### src/design/vfs_pkg.sv
package vfs_pkg;

  // Event selector carried on the input tuser.
  localparam logic [2:0] CMD_HEALTH  = 3'd0;
  localparam logic [2:0] CMD_ARMING  = 3'd1;
  localparam logic [2:0] CMD_RC      = 3'd2;
  localparam logic [2:0] CMD_LANDED  = 3'd3;
  localparam logic [2:0] CMD_GOAL    = 3'd4;
  localparam logic [2:0] CMD_RESULT  = 3'd5;

  localparam logic [2:0] ACT_NONE    = 3'd0;
  localparam logic [2:0] ACT_DISARM  = 3'd1;
  localparam logic [2:0] ACT_RETURN  = 3'd2;
  localparam logic [2:0] ACT_LAND    = 3'd3;
  localparam logic [2:0] ACT_CANCEL  = 3'd4;

  localparam logic [1:0] MODE_NONE   = 2'd0;
  localparam logic [1:0] MODE_RETURN = 2'd1;
  localparam logic [1:0] MODE_LAND   = 2'd2;

  localparam logic [2:0] CAUSE_NONE    = 3'd0;
  localparam logic [2:0] CAUSE_BATTERY = 3'd1;
  localparam logic [2:0] CAUSE_RADIO   = 3'd2;
  localparam logic [2:0] CAUSE_ROTOR   = 3'd3;
  localparam logic [2:0] CAUSE_MANUAL  = 3'd4;
  localparam logic [2:0] CAUSE_MISSION = 3'd5;

  localparam logic [1:0] RES_ABORTED = 2'd2;
  localparam logic [1:0] RES_UNKNOWN = 2'd3;
  localparam logic [1:0] ERR_OTHER   = 2'd3;

  localparam int unsigned InDataW  = 16;
  localparam int unsigned OutDataW = 8;

  // Input payload fields, packed as on tdata (first member in the highest bits here).
  typedef struct packed {
    logic [1:0] abort_error;
    logic [1:0] result_code;
    logic       mission_kind;
    logic       rc_enable;
    logic       rc_ok;
    logic       flag_value;
    logic       velocity_ok;
    logic       position_ok;
    logic       rotor_failed;
    logic       radio_failed;
    logic       battery_failed;
  } in_fields_t;

  typedef struct packed {
    logic [2:0] cause;
    logic [1:0] mode;
    logic [2:0] action;
  } out_item_t;

endpackage

### src/design/vehicle_failsafe_supervisor_core.sv
// Vehicle failsafe supervisor core.
//
// Input channel (s_axis): one event per transfer. tuser carries the event
// selector (health, arming, rc input, landed, goal response, mission result);
// tdata carries the event fields, most of which only matter for one selector.
// Output channel (m_axis): exactly one result per input event, carrying the
// requested action, the failsafe mode after the event and the cause.
//
// The design has two register stages: an input register that captures the
// event, and a result register. The supervisor state (failsafe mode and the
// latched arming, rc and landed values) is updated in the same cycle that an
// event moves from the input register into the result register, so events are
// applied strictly in arrival order. An input transfer is captured in the input
// register and then passed to the result register that drives m_axis. Throughput
// is one event per cycle while the receiver keeps m_axis_tready high.
//
// When the receiver stalls, the result register holds its value and the
// input register can still take one more event; tready drops only once both
// stages are full. Reset clears both valid flags and all supervisor state to
// its idle values (mode none, nothing seen).
module vehicle_failsafe_supervisor_core (
  input  logic        clk_i,
  input  logic        rst_ni,
  input  logic        s_axis_tvalid,
  output logic        s_axis_tready,
  // [0] battery_failed, [1] radio_failed, [2] rotor_failed, [3] position_ok,
  // [4] velocity_ok, [5] flag_value, [6] rc_ok, [7] rc_enable,
  // [8] mission_kind, [10:9] result_code, [12:11] abort_error, [15:13] ignored
  input  logic [15:0] s_axis_tdata,
  // [2:0] command
  input  logic [2:0]  s_axis_tuser,
  output logic        m_axis_tvalid,
  input  logic        m_axis_tready,
  // [2:0] action, [4:3] mode, [7:5] cause
  output logic [7:0]  m_axis_tdata
);

  localparam int unsigned FieldW = $bits(vfs_pkg::in_fields_t);

  // Input stage.
  logic                 in_valid_q;
  vfs_pkg::in_fields_t  in_fields_q;
  logic [2:0]           in_cmd_q;

  // Result stage.
  logic                 out_valid_q;
  vfs_pkg::out_item_t   out_item_q, out_item_d;

  // Supervisor state.
  logic [1:0] mode_q, mode_d;
  logic       arming_seen_q, arming_seen_d;
  logic       armed_q, armed_d;
  logic       rc_seen_q, rc_seen_d;
  logic       rc_valid_q, rc_valid_d;
  logic       rc_enabled_q, rc_enabled_d;
  logic       landed_seen_q, landed_seen_d;
  logic       landed_q, landed_d;

  logic advance;
  logic in_xfer;

  // The event leaves the input stage whenever the result register is free
  // or is being emptied in this cycle.
  assign advance       = in_valid_q && (!out_valid_q || m_axis_tready);
  assign s_axis_tready = !in_valid_q || advance;
  assign in_xfer       = s_axis_tvalid && s_axis_tready;

  always_ff @(posedge clk_i or negedge rst_ni) begin
    if (!rst_ni) begin
      in_valid_q  <= 1'b0;
      out_valid_q <= 1'b0;
    end else begin
      if (in_xfer) begin
        in_valid_q <= 1'b1;
      end else if (advance) begin
        in_valid_q <= 1'b0;
      end
      if (advance) begin
        out_valid_q <= 1'b1;
      end else if (m_axis_tready) begin
        out_valid_q <= 1'b0;
      end
    end
  end

  always_ff @(posedge clk_i) begin
    if (in_xfer) begin
      in_fields_q <= vfs_pkg::in_fields_t'(s_axis_tdata[FieldW-1:0]);
      in_cmd_q    <= s_axis_tuser;
    end
    if (advance) begin
      out_item_q <= out_item_d;
    end
  end

  // Event evaluation.
  always_comb begin
    logic       landed_now;
    logic       manual;
    logic       ready;
    logic       fault;
    logic       start_land;
    logic [2:0] fault_cause;
    logic       mission_fail;
    logic [2:0] act;
    logic [2:0] why;

    mode_d        = mode_q;
    arming_seen_d = arming_seen_q;
    armed_d       = armed_q;
    rc_seen_d     = rc_seen_q;
    rc_valid_d    = rc_valid_q;
    rc_enabled_d  = rc_enabled_q;
    landed_seen_d = landed_seen_q;
    landed_d      = landed_q;
    act           = vfs_pkg::ACT_NONE;
    why           = vfs_pkg::CAUSE_NONE;

    landed_now = landed_seen_q && landed_q;
    manual     = !in_fields_q.radio_failed && rc_seen_q && rc_valid_q && rc_enabled_q;
    ready      = !manual && in_fields_q.position_ok && in_fields_q.velocity_ok;

    // Battery outranks radio, which outranks rotor. Only battery asks for land.
    fault       = in_fields_q.battery_failed || in_fields_q.radio_failed ||
                  in_fields_q.rotor_failed;
    start_land  = in_fields_q.battery_failed;
    if (in_fields_q.battery_failed) begin
      fault_cause = vfs_pkg::CAUSE_BATTERY;
    end else if (in_fields_q.radio_failed) begin
      fault_cause = vfs_pkg::CAUSE_RADIO;
    end else begin
      fault_cause = vfs_pkg::CAUSE_ROTOR;
    end

    mission_fail = 1'b0;

    case (in_cmd_q)
      vfs_pkg::CMD_HEALTH: begin
        if (arming_seen_q && armed_q) begin
          if (mode_q == vfs_pkg::MODE_NONE) begin
            if (fault && landed_now) begin
              act = vfs_pkg::ACT_DISARM;
              why = fault_cause;
            end else if (fault && ready) begin
              act    = start_land ? vfs_pkg::ACT_LAND : vfs_pkg::ACT_RETURN;
              why    = fault_cause;
              mode_d = start_land ? vfs_pkg::MODE_LAND : vfs_pkg::MODE_RETURN;
            end
          end else if (manual) begin
            act    = vfs_pkg::ACT_CANCEL;
            why    = vfs_pkg::CAUSE_MANUAL;
            mode_d = vfs_pkg::MODE_NONE;
          end else if (mode_q == vfs_pkg::MODE_RETURN &&
                       in_fields_q.battery_failed && ready) begin
            // A battery fault during a return escalates to land.
            act    = vfs_pkg::ACT_LAND;
            why    = vfs_pkg::CAUSE_BATTERY;
            mode_d = vfs_pkg::MODE_LAND;
          end
        end
      end
      vfs_pkg::CMD_ARMING: begin
        // Only a known armed-to-disarmed edge clears the mode.
        if (arming_seen_q && armed_q && !in_fields_q.flag_value) begin
          mode_d = vfs_pkg::MODE_NONE;
        end
        arming_seen_d = 1'b1;
        armed_d       = in_fields_q.flag_value;
      end
      vfs_pkg::CMD_RC: begin
        rc_seen_d    = 1'b1;
        rc_valid_d   = in_fields_q.rc_ok;
        rc_enabled_d = in_fields_q.rc_enable;
      end
      vfs_pkg::CMD_LANDED: begin
        landed_seen_d = 1'b1;
        landed_d      = in_fields_q.flag_value;
      end
      vfs_pkg::CMD_GOAL: begin
        mission_fail = !in_fields_q.flag_value;
      end
      vfs_pkg::CMD_RESULT: begin
        mission_fail = (in_fields_q.result_code == vfs_pkg::RES_UNKNOWN) ||
                       (in_fields_q.result_code == vfs_pkg::RES_ABORTED &&
                        in_fields_q.abort_error == vfs_pkg::ERR_OTHER);
      end
      default: begin
      end
    endcase

    // A failed return falls back to land; a failed land disarms.
    if (mission_fail) begin
      why = vfs_pkg::CAUSE_MISSION;
      if (in_fields_q.mission_kind) begin
        act = vfs_pkg::ACT_DISARM;
      end else begin
        act    = vfs_pkg::ACT_LAND;
        mode_d = vfs_pkg::MODE_LAND;
      end
    end

    out_item_d.action = act;
    out_item_d.mode   = mode_d;
    out_item_d.cause  = why;
  end

  always_ff @(posedge clk_i or negedge rst_ni) begin
    if (!rst_ni) begin
      mode_q        <= vfs_pkg::MODE_NONE;
      arming_seen_q <= 1'b0;
      armed_q       <= 1'b0;
      rc_seen_q     <= 1'b0;
      rc_valid_q    <= 1'b0;
      rc_enabled_q  <= 1'b0;
      landed_seen_q <= 1'b0;
      landed_q      <= 1'b0;
    end else if (advance) begin
      mode_q        <= mode_d;
      arming_seen_q <= arming_seen_d;
      armed_q       <= armed_d;
      rc_seen_q     <= rc_seen_d;
      rc_valid_q    <= rc_valid_d;
      rc_enabled_q  <= rc_enabled_d;
      landed_seen_q <= landed_seen_d;
      landed_q      <= landed_d;
    end
  end

  assign m_axis_tvalid = out_valid_q;
  assign m_axis_tdata  = out_item_q;

  // Every result that asks for an action names a cause, and only those do.
  assert property (@(posedge clk_i) disable iff (!rst_ni)
    out_valid_q |-> ((out_item_q.action == vfs_pkg::ACT_NONE) ==
                     (out_item_q.cause == vfs_pkg::CAUSE_NONE)))
    else $error("action and cause disagree");

  // Starting land or return leaves the matching mode in the result.
  assert property (@(posedge clk_i) disable iff (!rst_ni)
    (out_valid_q && out_item_q.action == vfs_pkg::ACT_LAND) |->
      (out_item_q.mode == vfs_pkg::MODE_LAND))
    else $error("land started without land mode");

  assert property (@(posedge clk_i) disable iff (!rst_ni)
    (out_valid_q && out_item_q.action == vfs_pkg::ACT_RETURN) |->
      (out_item_q.mode == vfs_pkg::MODE_RETURN))
    else $error("return started without return mode");

  // The reported mode is the state the supervisor holds after the event.
  assert property (@(posedge clk_i) disable iff (!rst_ni)
    advance |=> (out_item_q.mode == mode_q))
    else $error("reported mode differs from held mode");

endmodule
### config.mk
export PLATFORM = sky130hd
export DESIGN_NAME = vehicle_failsafe_supervisor_core
export DESIGN_NICKNAME = d
export VERILOG_FILES = /design/src/design/vfs_pkg.sv /design/src/design/vehicle_failsafe_supervisor_core.sv
export SDC_FILE = /design/constraint.sdc
export NUM_CORES = 1
export LEC_CHECK = 0
export ABC_AREA = 1
export BUFFER_PORTS_ARGS = -buffer_cell sky130_fd_sc_hd__buf_2
export CORE_MARGIN = 5
export CORE_UTILIZATION = 47
export DETAILED_ROUTE_END_ITERATION = 10
export GPL_ROUTABILITY_DRIVEN = 0
export PLACE_DENSITY = 0.7
export SLEW_MARGIN = 20
export SYNTH_ARGS = -nofsm -noshare
export SYNTH_HDL_FRONTEND = slang
export SYNTH_SLANG_ARGS = --single-unit
export TNS_END_PERCENT = 50
### constraint.sdc
create_clock -name clk_i -period 1.17 [get_ports clk_i]
set_input_delay 0.234 -clock clk_i [delete_from_list [all_inputs] [get_ports clk_i]]
set_output_delay 0.234 -clock clk_i [all_outputs]
set_load 0.02 [all_outputs]
==> results.txt, run 1 <==
The total nets after synthesis is about 160. Global routing used approximately 15% of the available tracks across all layers. In the final routed layout, each cell accounts on average for approximately 12 um.

The delay of the slowest cell on the worst path came out at about 0.44 ns. The area of the core is just over 3000 sq um. The number of warnings printed during yosys synthesis came out at 0. The period utilization is 117.5%. Before CTS, the worst setup slack after placement is -0.1648 ns. Counting the fill cells in the layout gives ~230. For this configuration, the core starts out at a cell density of approximately half. Based on the critical path, the design can be clocked at up to 0.7275 GHz. The maximum number of pins on one net before global-route repair is 17. The worst-case IR drop observed on VDD is between 1 and 1.5 mV. The die outline width is about 67 um. After clock tree synthesis, the clock-pin slew on the worst setup and hold paths is roughly 0.10 ns. The most used flip-flop cell after synthesis is edfxtp_1. The final reports fail on negative setup slack. The instance count along the most critical hold path came out at 1.

The cell with the biggest individual delay on the critical path is dfrtp_1. The layout net count is around 230. The total vias in the final route came out at approximately 1200. The largest fanout on the critical path is 3. The number of antenna diodes came out at 0.

The detailed router put a total of between 1000 and 1500 um of wire on met1. The number of ports placed on the die boundary is 33. The setup path with the least slack is of type reg2reg. Of the synthesized area, sequential elements account for about two thirds. The max-slew violation count is 0. Setup repair after global routing could not meet its margin everywhere. By area the synthesized netlist is led by edfxtp_1, dfrtp_1, nand2_1. By instance count, the cell type seen most on the critical path is nand2_1. The cell depth of the worst flop-to-flop path came out at 7. The number of routed nets with antenna violations came out at 0.

The number of global-route vias before repair is 1131. The maximum clock skew at final layout came out at ~0.0052 ns. The number of endpoints with negative hold slack in the final report came out at 0. The die area came out at between 4000 and 5000 sq um.

In this run the power density over the cells is between 1500 and 2000 nW/um^2. The initial antenna violation count was 0. The dominant cell by count in the synthesized netlist is nand2_1.

The worst-case clock buffer depth came out at 2. Compared with the post-synthesis result, the final layout area differs by 41.30%. The H-tree level count came out at 2. STA classifies the critical path endpoint as a register. The routed design uses 196 um of met3 wire.

The number of max-cap violations is 0. The first-pass GRT wire length came out at roughly 5000 um. The placement row count came out at 20. The final-report setup violation count came out at 33. In the final layout, flip-flops and latches occupy about 1000 sq um. The biggest area contributor in the post-synthesis netlist is edfxtp_1. The distinct cell type count after synthesis is 23.

The mean area per synthesized cell came out at 10.76 sq um. The number of vias per cell is roughly 4.7. In this run, placement finished with an instance count of about 230.

The signal arrival time at the worst endpoint is roughly 1.5 ns. The count of port buffers added during placement came out at 29. Summing all multi-input logic gate instances after layout gives 504.2 sq um. The number of standard cells in the final layout excluding fillers is 254. The clock period minus final worst setup slack is around 1.4 ns.

In this run, CTS created clock tree buffers numbering 5. The critical path goes through buf_4, nor2_2, nand3_2, nand3_1, nand2_1, nand2_1, a21oi_1. The clock drives 35 sinks. After detailed routing, the total wire length is around 3000 um. The number of enable flip-flop cells after synthesis came out at 24. The top routing layer in use is met4. The flow ran to the end, but the final reports show violations. The fraction of layout instances using a drive strength above 1 is between 40 and 50%.

The clock network latency to the later pin of the worst-skew pair came out at ~0.33 ns. By count the netlist is led by nand2_1, edfxtp_1, inv_1. The detailed route wirelength on metal2 is about 1600 um. The share of the synthesized area in the top cell type came out at a little under half.

The required arrival time at the worst endpoint is around 1.3 ns. The cell at the root of the clock tree is clkbuf_4. The chip height is about 67 um. The wire-length estimate of the detail-placed layout is between 2000 and 2500 um. The setup slack after layout is -0.2046 ns.

The synthesized netlist cell count is 141. The remaining global-route overflow is 0. The CTS tree is yes. The worst setup path is launched from a register. The post-detailed-route DRC marker count is 0. The tightest slew margin relative to the limit is a little over four fifths.

The share of flip-flops with an asynchronous set or reset after synthesis came out at 31.43%. In this run, the number of DRC markers left after iteration 0 of detailed routing was 48. The number of search-and-repair iterations in the first detailed-routing pass came out at 4. Summing every instance area after synthesis gives about 1500 sq um.

The synthesized design contains 35 register bits. The class of the tightest hold or removal check is in2reg. The slew of the pin with the lowest slew margin came out at around 0.24 ns.

The leakage dissipation is roughly 1.0 nW.
## repair_timing
item,in CTS,in global routing
setup endpoints to repair,14,41
setup buffers,6,8
endpoints found under the hold margin,11,0
pin swaps,2,7
hold buffers,1,0
gates resized for setup,6,16
## final timing paths
path | to | start | slack, ns
worst max-delay path | m_axis_tdata[3]$_DFFE_PP_ | mode_q[1]$_DFFE_PN0P_ | -0.20
worst min-delay path | in_fields_q[0]$_DFFE_PP_ | s_axis_tdata[0] | 0.07
worst max register to register | m_axis_tdata[3]$_DFFE_PP_ | mode_q[1]$_DFFE_PN0P_ | -0.20
worst min register to register | arming_seen_q$_DFFE_PN0P_ | arming_seen_q$_DFFE_PN0P_ | 0.48
max in group asynchronous | m_axis_tvalid$_DFFE_PN0P_ | rst_ni | 0.66
min in group asynchronous | landed_q$_DFFE_PN0P_ | rst_ni | 0.29
## cell type report
type,count,area share (%)
flip-flops and latches,35,46.50
multi-input cells,84,23.51
repair buffers,61,20.30
inverters,22,4.376
clock buffers,7,2.567
well taps,44,2.567
clock inverters,1,0.1750
## kinds of logic (layout without fill, tap and decap cells)
| kind of cell | after synthesis | count (layout) | synth area share [%] |
|---|---|---|---|
| buffers and inverters | 22 | 91 | 5.606 |
| and+or+nand+nor | 69 | 69 | 22.09 |
| DFF | 35 | 35 | 65.62 |
| muxes | 2 | 2 | 1.484 |
| AOI/OAI and AO/OA | 13 | 13 | 5.194 |
## cells in the final DEF (no fill, tap or decap), types with 2 or more instances in the layout
cell type	synthesis	routed
a21oi_1	2	2
buf_2	0	27
buf_4	0	24
buf_6	0	8
clkbuf_4	0	5
dfrtp_1	11	10
edfxtp_1	24	24
inv_1	17	16
inv_2	4	3
nand2_1	38	33
nand2_2	3	4
nand2_4	0	4
nand3_1	7	6
nand3_2	4	4
nand4_1	2	2
nor2_1	8	6
nor2_2	2	3
nor2_4	1	2
o21ai_0	8	5
o21ai_1	0	3
## registers in the layout, summed over array words and instances (netlist names), 2 cells and up
register and count:
in_cmd_q 3, mode_q 2, m_axis_tdata 8, in_fields_q 13
## critical path, delay by kind of cell, from the launching register on
family / cells / cell delay (ns)
flip-flops: 1 / 0.44
buffers and inverters: 1 / 0.16
AO/OA/AOI/OAI: 1 / 0.07
AND/OR/NAND/NOR: 5 / 0.46
## per-layer routing
layer / vias up / global-route usage (%)
met5: - / 0
met4: 0 / 6.345
met3: 10 / 5.396
met2: 35 / 25.37
met1: 534 / 16.83
li1: 604 / -
## power breakdown
group	total, mW	switching [mW]	internal [mW]
logic	1.28	0.684	0.595
registers	1.66	0.120	1.54
clock network	0.655	0.367	0.288
## through the flow
step                util (%)  hold WS, ns  area, sq um  setup TNS, ns  power [mW]
finish                 69.67      0.07342         2145         -2.651       3.593
global route           69.67      0.03857         2145         -4.455       3.844
CTS                    66.14      0.05492         2036         -1.336       3.503
detailed placement     61.95       0.1181         1907         -1.121       2.718
global placement       61.95       0.1100         1907        -0.6492       2.670
floorplan                  -     -0.06159         1567         -1.158       2.350
No activity file was read; power rests on OpenSTA's default activity.
==> run 2, diff against run 1 <==
Settings changed: CORE_UTILIZATION 47 to 57, PLACE_DENSITY 0.7 to 0.8.
Clock period 1.17 ns to 1.6 ns, I/O delays scaled along.
==> results.txt, run 2 (synthesis results as in run 1) <==
The run finished with clean final reports. The met3 wire length is 231 um (+18%). The number of standard cells in the final layout excluding fillers came out at 210 (-17%). The startpoint-to-endpoint class of the critical path is reg2reg.

The count of hold buffers inserted by post-cts repair is 1 (unchanged). The die outline width came out at 61.60 um (-7.8%). The maximum number of pins on one net before global-route repair is 17 (unchanged). The clock buffer count from CTS came out at 5 (unchanged).

The power density relative to cell area is 1312 nW/um^2 (-22%). The commonest non-fill, non-tap cell in the layout is nand2_1. The number of global-route vias before repair is 1077 (-4.8%). The internal power component is 1.556 mW (-36%). The half-perimeter wire length after placement came to 1990 um (-4.0%).

The first-pass GRT wire length came out at 4284 um (-12%). TritonCTS built the clock tree. The path class of the tightest hold or removal check is in2reg. The post-detailed-route DRC marker count is 0 (unchanged).

The switching share of power is 33.25% (+0.65 points). The flip-flop count of the largest register after layout is 13 (unchanged). The final-report setup violation count was 0 (-100%). The share of power burned in registers came out at 52.2% (+6.0 points). The portion of total power attributed to the clock network came out at 20.8% (+2.6 points). The highest clock rate came to 0.6932 GHz (-4.7%).

The number of routed nets with antenna violations is 0 (unchanged). After detailed routing, no signal wire sits above met4. The switching power summed over all nets is 0.7751 mW (-34%).

The period utilization is 90.16% (-27 points). The worst-case clock buffer depth came out at 2 (unchanged). The area of the core came out at 2522 sq um (-18%). The initial antenna violation count came out at 0 (unchanged). The initial core utilization came to 60.17% (+11 points).

The clock network latency to the later pin of the worst-skew pair was 0.34 ns (about the same). The peak supply drop came out at 0.9987 mV (-5.7%). The cell at the root of the clock tree is clkbuf_4. The total vias in the final route is 1093 (-7.6%). The worst hold margin is 0.1539 ns (+0.08045 ns). The number of ports placed on the die boundary is 33 (unchanged). The standard cell area after detailed placement is 1708 sq um (-10%). The chip height is 61.60 um (-7.8%). The signal arrival time at the worst endpoint came to 1.54 ns (+0.08 ns).

The first-iteration detailed-routing DRC count came out at 27 (-44%). The slew of the pin with the lowest slew margin is 0.2628 ns (+0.02333 ns). The post-CTS resize count is 0 (-6). The sink count of the clock tree is 35 (unchanged). The proportion of power drawn by combinational gates is 27.0% (-8.6 points).

The placement row count came out at 18 (-10%). The register with the most flip-flops in the final layout is in_fields_q. The clock period minus final worst setup slack came out at 1.443 ns (+0.06791 ns). The setup TNS came out at 0 ns (+2.651 ns).

The number of endpoints with negative hold slack in the final report is 0 (unchanged). The layout net count is 202 (-13%). The max-slew violation count is 0 (unchanged).

The number of antenna diodes is 0 (unchanged). The synthesis-to-layout area growth is 17.06%. The number of max-cap violations came to 0 (unchanged). The required arrival time at the worst endpoint came to 1.70 ns (+0.45 ns).

The die area is 3795 sq um (-15%). The total routed wire length on the met1 layer is 973 um (-16%). The fraction of layout instances using a drive strength above 1 is 31.11% (-15 points). In the layout the commonest cells are nand2_1, buf_2, edfxtp_1.

The area of all placed cells without fillers is 1777 sq um (-17%). The cell count after placement came out at 201 (-13%). The largest fanout on the critical path came out at 4 (+1). The kind of start point of the critical path is a register. The fill cell instance count of the final layout came out at 197 (-16%). The total global-route track usage came to 15.74% (+0.79 points). Setup repair after global routing left no endpoint under its margin. The leakage dissipation came out at 0.8312 nW (-17%).

The count of port buffers added during placement is 29 (unchanged). The area occupied by multi-input gates is 436.7 sq um (-13%). The mean routed wirelength per cell came out at 12.09 um (+2.3%). The register area came out at 996.0 sq um (-0.13%). The tightest slew margin relative to the limit came out at 82.48% (-1.4 points). STA classifies the critical path endpoint as a register. The number of vias per cell came to 5.205 (+12%).

The detailed route wirelength on metal2 is 1286 um (-19%). The clock slew seen by the registers of the worst setup and hold paths came to 0.11 ns (about the same). The routed wire length is 2539 um (-15%). The remaining global-route overflow was 0 (unchanged). The post-CTS setup repair buffer count came out at 0 (-6). The H-tree level count is 2 (unchanged).

The maximum clock skew at final layout is 0.01852 ns (+0.01329 ns). The number of search-and-repair iterations in the first detailed-routing pass came out at 4 (unchanged).
run 2: cell count changes in the layout (fill, tap and decap cells not counted), sizes merged:
cell      change
inv           +2
clkinv        -1
buf          -30
clkinvlp      -1
run 2: stage by stage:
| step | setup slack, ns | power, mW | util [%] |
|---|---|---|---|
| after detailed placement | 0.1669 | 1.857 | 67.71 |
| after CTS | 0.1829 | 2.343 | 70.44 |
| after floorplan | 0.08531 | 1.685 | - |
| after global routing | 0.05162 | 2.476 | 70.44 |
| final | 0.1575 | 2.331 | 70.44 |
| after global placement | 0.2140 | 1.817 | 67.71 |
run 2: worst paths after layout:
kind                            slack, ns  cells past startpoint                         to                       from
min in group asynchronous            0.36                      2       landed_q$_DFFE_PN0P_                     rst_ni
worst max register to register       0.16                      8  m_axis_tdata[4]$_DFFE_PP_   in_fields_q[1]$_DFFE_PP_
worst min register to register       0.48                      2  arming_seen_q$_DFFE_PN0P_  arming_seen_q$_DFFE_PN0P_
worst min-delay path                 0.15                      1   in_fields_q[1]$_DFFE_PP_            s_axis_tdata[1]
max in group asynchronous            1.02                      2      rc_seen_q$_DFFE_PN0P_                     rst_ni
worst max-delay path                 0.16                      8  m_axis_tdata[4]$_DFFE_PP_   in_fields_q[1]$_DFFE_PP_
run 2: area by class of cell:
class | count | area share [%]
clock buffers | 7 | 3.099
clock inverters | 1 | 0.2113
inverters | 22 | 4.789
multi-input cells | 84 | 24.58
flip-flops and latches | 35 | 56.06
well taps | 30 | 2.113
repair buffers | 31 | 9.155
run 2: routing by layer:
| layer | track usage [%] | vias up |
|---|---|---|
| li1 | - | 544 |
| met1 | 16.35 | 495 |
| met2 | 28.70 | 49 |
| met3 | 6.080 | 5 |
| met4 | 5.455 | 0 |
| met5 | 0 | - |
run 2: power by group through the flow:
stage | Combinational, mW | Clock, mW | Sequential (mW)
after CTS | 0.627 | 0.499 | 1.22
after detailed placement | 0.620 | 0 | 1.24
after global routing | 0.703 | 0.538 | 1.23
final | 0.629 | 0.485 | 1.22
after global placement | 0.590 | 0 | 1.23
after floorplan | 0.418 | 0 | 1.27
run 2: critical path, cell delays in order (launching register included):
cell,delay [ns]
edfxtp_1,0.43
nor2_2,0.20
nand2_2,0.10
nand3_2,0.08
nand2_1,0.09
nand2_2,0.09
o21ai_2,0.05
nand2_1,0.08
nand3_2,0.07
